**src/sv/osts_pkg.sv**
```systemverilog
`timescale 1ns / 1ps
package osts_pkg;

  // pixel and histogram sizing
  localparam int PIX_W       = 8;
  localparam int GRAY_LEVELS = 1 << PIX_W;
  localparam int GRAY_MAX    = GRAY_LEVELS - 1;
  localparam int MAX_PIXELS  = 1048576;
  localparam int CNT_W       = $clog2(MAX_PIXELS + 1);
  localparam int SUM_W       = CNT_W + PIX_W;

  // score arithmetic widths
  localparam int D2_W    = 2 * PIX_W;
  localparam int T_W     = CNT_W + D2_W;
  localparam int LO_PART = (CNT_W + 1) / 2;
  localparam int HI_PART = CNT_W - LO_PART;
  localparam int SCORE_W = T_W + CNT_W;

  // request queue between front and back
  localparam int Q_DEPTH = 4;
  localparam int QPTR_W  = $clog2(Q_DEPTH);
  localparam int QCNT_W  = $clog2(Q_DEPTH + 1);

  typedef struct packed {
    logic [PIX_W-1:0] pixel;
    logic             last;
  } item_t;

  typedef enum logic [3:0] {
    BK_FILL,
    BK_FLUSH,
    BK_READ,
    BK_ACC,
    BK_CHK,
    BK_DIV1,
    BK_DIV2,
    BK_MUL1,
    BK_MUL2,
    BK_MUL3,
    BK_MUL4,
    BK_SCORE,
    BK_NEXT,
    BK_DONE
  } back_state_t;

endpackage

```
**src/sv/osts_front.sv**
```systemverilog
`timescale 1ns / 1ps
module osts_front (
  input  logic                 clk,
  input  logic                 rst_n,
  input  logic                 start,
  output logic                 busy,
  input  logic [7:0]           in_pixel,
  input  logic                 in_last_pixel,
  output osts_pkg::item_t      q_item,
  output logic                 q_valid,
  input  logic                 q_pop
);
  import osts_pkg::*;

  item_t             buf_r [Q_DEPTH];
  logic [QPTR_W-1:0] wr_ptr_r;
  logic [QPTR_W-1:0] rd_ptr_r;
  logic [QCNT_W-1:0] cnt_r;
  logic              push;
  logic              pop;

  // request handshake and queue status
  assign busy    = (cnt_r == QCNT_W'(Q_DEPTH));
  assign push    = start && !busy;
  assign q_valid = (cnt_r != '0);
  assign pop     = q_pop && q_valid;
  assign q_item  = buf_r[rd_ptr_r];

  // queue pointers and fill level
  always_ff @(posedge clk) begin
    if (!rst_n) begin
      wr_ptr_r <= '0;
      rd_ptr_r <= '0;
      cnt_r    <= '0;
    end else begin
      if (push) wr_ptr_r <= wr_ptr_r + 1'b1;
      if (pop) rd_ptr_r <= rd_ptr_r + 1'b1;
      if (push && !pop) cnt_r <= cnt_r + 1'b1;
      else if (pop && !push) cnt_r <= cnt_r - 1'b1;
    end
  end

  // tag each request with its end-of-image flag
  always_ff @(posedge clk) begin
    if (push) begin
      buf_r[wr_ptr_r].pixel <= in_pixel;
      buf_r[wr_ptr_r].last  <= in_last_pixel;
    end
  end

endmodule

```
**config.mk**
```make
export PLATFORM = sky130hd
export DESIGN_NAME = osts_front
export DESIGN_NICKNAME = d
export VERILOG_FILES = /design/src/sv/osts_pkg.sv /design/src/sv/osts_front.sv
export SDC_FILE = /design/constraint.sdc
export NUM_CORES = 1
export LEC_CHECK = 0
export BUFFER_PORTS_ARGS = -buffer_cell sky130_fd_sc_hd__buf_2
export CORE_MARGIN = 1
export CORE_UTILIZATION = 50
export DETAILED_ROUTE_END_ITERATION = 16
export GPL_ROUTABILITY_DRIVEN = 1
export PLACE_DENSITY = 0.83
export SLEW_MARGIN = 20
export SYNTH_ARGS = -nofsm -noshare
export SYNTH_HDL_FRONTEND = slang
export SYNTH_SLANG_ARGS = --single-unit
```
**constraint.sdc**
```tcl
create_clock -name clk -period 2 [get_ports clk]
set_input_delay 0.3 -clock clk [delete_from_list [all_inputs] [get_ports clk]]
set_output_delay 0.3 -clock clk [all_outputs]
set_load 0.05 [all_outputs]
```
==> results.md <==
- Clock skew on the completed layout was measured at 0.01091 ns.
- The static leakage is about 0.76 nW.
- The layout overhead on the synthesized area is 18.30%.
- Of the cells placed in the final design, the portion with a size suffix greater than 1 is 0.4504.
- The leading cell type in the layout, fill and taps excluded is sky130_fd_sc_hd__edfxtp_1.
- The horizontal extent of the die is 61.74 um.
- Of the total power, the clock network draws 0.156.
- The total area inside the core boundary comes to 0.003390 mm2.
- In the finished design, the share of the clock period the worst path needs comes to 0.9728.
- The net count of the finished layout is 149.
- The summed instance area of the synthesized netlist is between 0.0015 and 0.002 mm2.
- The diode insertion count for antenna repair is 0.
- After layout, the minimum clock period comes to around 1.9 ns.
- In this run the vertical extent of the chip is 61.74 um.
- After synthesis, the mean cell area works out to 18.78 um2.
- The area of all placed cells without fillers is 0.002111 mm2.
- For this design, the sink count on the clock tree is 45.
- The peak ir drop on the vdd network is 0.0006345 V.
- The library cells used most frequently in the layout, excluding fill and tap cells, are sky130_fd_sc_hd__edfxtp_1, sky130_fd_sc_hd__buf_2, sky130_fd_sc_hd__mux4_2, sky130_fd_sc_hd__buf_4, sky130_fd_sc_hd__and2_1.
- The via count of the first global-routing pass is 924.
- The final standard cell utilization of the core is 0.6227.
- The final hold slack is 0.1429 ns.
- In this run the worst setup path begins at cnt_r[2].
- Counting instances, the worst hold path has a depth of 1.
- The number of antenna violations at the first check in global routing is 0.
- The type of the worst setup path is register to register.
- The net count of the mapped netlist is 114.
- The areal power density over the cells is between 1000 and 1500 mW/mm2.
- The worst register-to-register path has a depth of 8.
- The cell count after synthesis is 95.
- The final count of hold timing violations came to 0.
- 24 I/O pins were placed.
- The post-synthesis register bit count is 45.
- The largest net degree at the start of global routing is 16.
- For the worst setup path, the data required time is around 2.3 ns.
- The placer's final routability congestion estimate is 0.6512.
- Of the total power, registers draw 0.454.
- In the post-synthesis netlist, the biggest area contributors are sky130_fd_sc_hd__edfxtp_1, sky130_fd_sc_hd__mux4_2, sky130_fd_sc_hd__dfxtp_1.
- The count of final setup violators is 0.
- The total power of the final layout is 2.779 mW.
- The part of the power in combinational logic is 0.390.
- The detailed placer's ending HPWL is 1928 um.
- The transition time at the pin with the least slew margin is 0.4461 ns.
- Based on the critical path, the design can be clocked at up to roughly 510 MHz.
- For this run the aggregate overflow at the end of global routing stands at 0.
- The starting DRC count in detailed routing is 29.
- The number of levels the H-tree was split into is 2.
- The count of unique library cells instantiated by Yosys is 22.
- The total vias in the final route is 908.
- The detailed-route wire length is 2705 um.
- The clock passes through at most 2 buffers.
- The share of synthesized area in the top cell type comes to 0.6059.
- Data arrives at the worst endpoint at between 2 and 2.5 ns.
- The clock tree from TritonCTS is yes.
- The root buffer cell chosen for the clock tree is sky130_fd_sc_hd__clkbuf_4.
- The reported net switching power is 1.050 mW.
- At the later pin of the worst-skew pair, clock insertion delay measures 0.36 ns.
- The cell row count is 21.
- Dividing the detail-routed wire length by the instance count gives between 15 and 20 um.
- The total track usage is 0.1670.
- The hold path startpoint is in_last_pixel.
- The floorplan step defined a die boundary enclosing around 0.0038 mm2.
- The design internal power is 1.729 mW.
- The number of port buffers is 23.
- The clock-pin slew on the worst setup and hold paths is 0.13 ns.
- The path category of the worst min-delay check is input port to register.
- The first global-routing pass estimated approximately 4200 um of wire.
- TritonCTS created 5 clock buffers.
- Along the worst path, the maximum fanout reaches 6.
- The first-pass detailed-route iteration total is 4.
- The reported max-cap violation count is 0.
- The largest area contributor in the netlist is sky130_fd_sc_hd__edfxtp_1.
- The run finished with clean final reports.
- Yosys printed 0 warnings.
- In this run the cell area measured after placement is about 0.0020 mm2.
- The number of inserted filler cells in the final layout is between 200 and 250.
- The remaining number of nets flagged by the antenna check after routing is 0.
- Setup repair after global routing could not meet its margin everywhere.
- The share of the Yosys chip area taken by registers is 0.7069.
- The startpoint identified for the worst register-to-register timing path is cnt_r[2].
- The effective utilization at floorplan is 0.5264.
- For this run, design rule violations remaining after detail routing come to 0.
- The max-slew violation count is 0.
- The worst setup path is captured at a register.
- After detailed routing, the number of vias per cell comes to 5.130.
- The worst setup path is launched from a register.
- In this run the tightest slew margin relative to its limit is 0.7022.
- Of the total power, the share spent switching nets is 0.3778.
==> power by group through the flow <==
stage	Combinational, mW	Sequential (mW)	Clock [mW]
CTS	1.08	1.26	0.449
global placement	1.04	1.26	0
finish	1.09	1.26	0.432
floorplan	0.856	1.24	0
global route	1.16	1.28	0.482
detailed placement	1.06	1.27	0
==> state kept, by name (all words and copies together), names as in the netlist, named ones only <==
name / cells
wr_ptr_r: 2
cnt_r: 3
buf_r: 36
rd_ptr_r: 2
==> Yosys cell counts <==
library cell and n:
sky130_fd_sc_hd__edfxtp_1 36, sky130_fd_sc_hd__dfxtp_1 9, sky130_fd_sc_hd__mux4_2 9, sky130_fd_sc_hd__and2_1 8, sky130_fd_sc_hd__ha_1 5, sky130_fd_sc_hd__nand2_1 4
sky130_fd_sc_hd__inv_1 3, sky130_fd_sc_hd__mux2i_1 3, sky130_fd_sc_hd__xnor2_1 3, sky130_fd_sc_hd__clkbuf_1 2, sky130_fd_sc_hd__nor2b_1 2, sky130_fd_sc_hd__a21boi_1 1
sky130_fd_sc_hd__buf_2 1, sky130_fd_sc_hd__buf_6 1, sky130_fd_sc_hd__fa_1 1, sky130_fd_sc_hd__nor3b_2 1, sky130_fd_sc_hd__o21ai_0 1, sky130_fd_sc_hd__o311ai_1 1
sky130_fd_sc_hd__o31ai_2 1, sky130_fd_sc_hd__or3_1 1, sky130_fd_sc_hd__or3_2 1, sky130_fd_sc_hd__xor2_1 1
==> path summary, 6_finish.rpt <==
kind | end | slack (ns)
min | buf_r[2][0] | 0.14
min reg2reg | wr_ptr_r[0] | 0.52
max reg2reg | cnt_r[2] | 0.05
max | cnt_r[2] | 0.05
==> cell type report <==
cell class | count | area (um2) | share of cell area
Tap cell | 46 | 57.56 | 0.02727
Timing Repair Buffer | 32 | 192.7 | 0.09129
Clock inverter | 3 | 21.27 | 0.01008
Clock buffer | 5 | 37.54 | 0.01778
Inverter | 3 | 11.26 | 0.005335
Sequential cell | 45 | 1270 | 0.6017
Multi-Input combinational cell | 43 | 520.5 | 0.2466
==> metal layers <==
layer,wire length (um),GRT usage,up-vias,share of wire
met5,0,0,-,0
met4,71,0.08571,0,0.026
met3,96,0.05590,9,0.035
met2,1436,0.2949,20,0.53
met1,1102,0.1777,446,0.41
li1,-,-,433,-
==> worst max-delay path, cell delays in order (launching register included) <==
cell and delay (ns):
sky130_fd_sc_hd__dfxtp_2 0.38, sky130_fd_sc_hd__nor3b_4 0.16, sky130_fd_sc_hd__nor2b_2 0.18, sky130_fd_sc_hd__ha_4 0.17, sky130_fd_sc_hd__inv_2 0.04, sky130_fd_sc_hd__fa_2 0.37, sky130_fd_sc_hd__xor2_1 0.15, sky130_fd_sc_hd__or3_1 0.31
sky130_fd_sc_hd__a21boi_1 0.12
==> cells by family (layout without fill, tap and decap cells) <==
family / Yosys count / in the layout / share of synthesized area
xor+xnor: 4 / 4 / 0.01964
simple gates: 17 / 17 / 0.05820
compound gates: 4 / 4 / 0.01893
fa+ha+maj: 6 / 6 / 0.04628
flops: 45 / 45 / 0.7069
buf+inv: 7 / 43 / 0.01963
mux: 12 / 12 / 0.1304
==> stage by stage <==
step / setup TNS (ns) / setup slack (ns) / std cells
6_report: 0 / 0.05432 / 177
3_3_place_gp: 0 / 0.08988 / 169
4_1_cts: 0 / 0.003057 / 177
5_1_grt: -0.005429 / -0.002872 / 177
3_5_place_dp: -0.01275 / -0.01275 / 169
2_1_floorplan: -0.1300 / -0.08207 / 95
==> timing repair <==
action,in CTS,in global routing
cloned,0,0
buffers inserted,0,0
endpoints found under the setup margin,1,10
hold buffers,0,0
pin swaps,0,0
resized for setup,2,5
(Power assumes the default switching activity.)
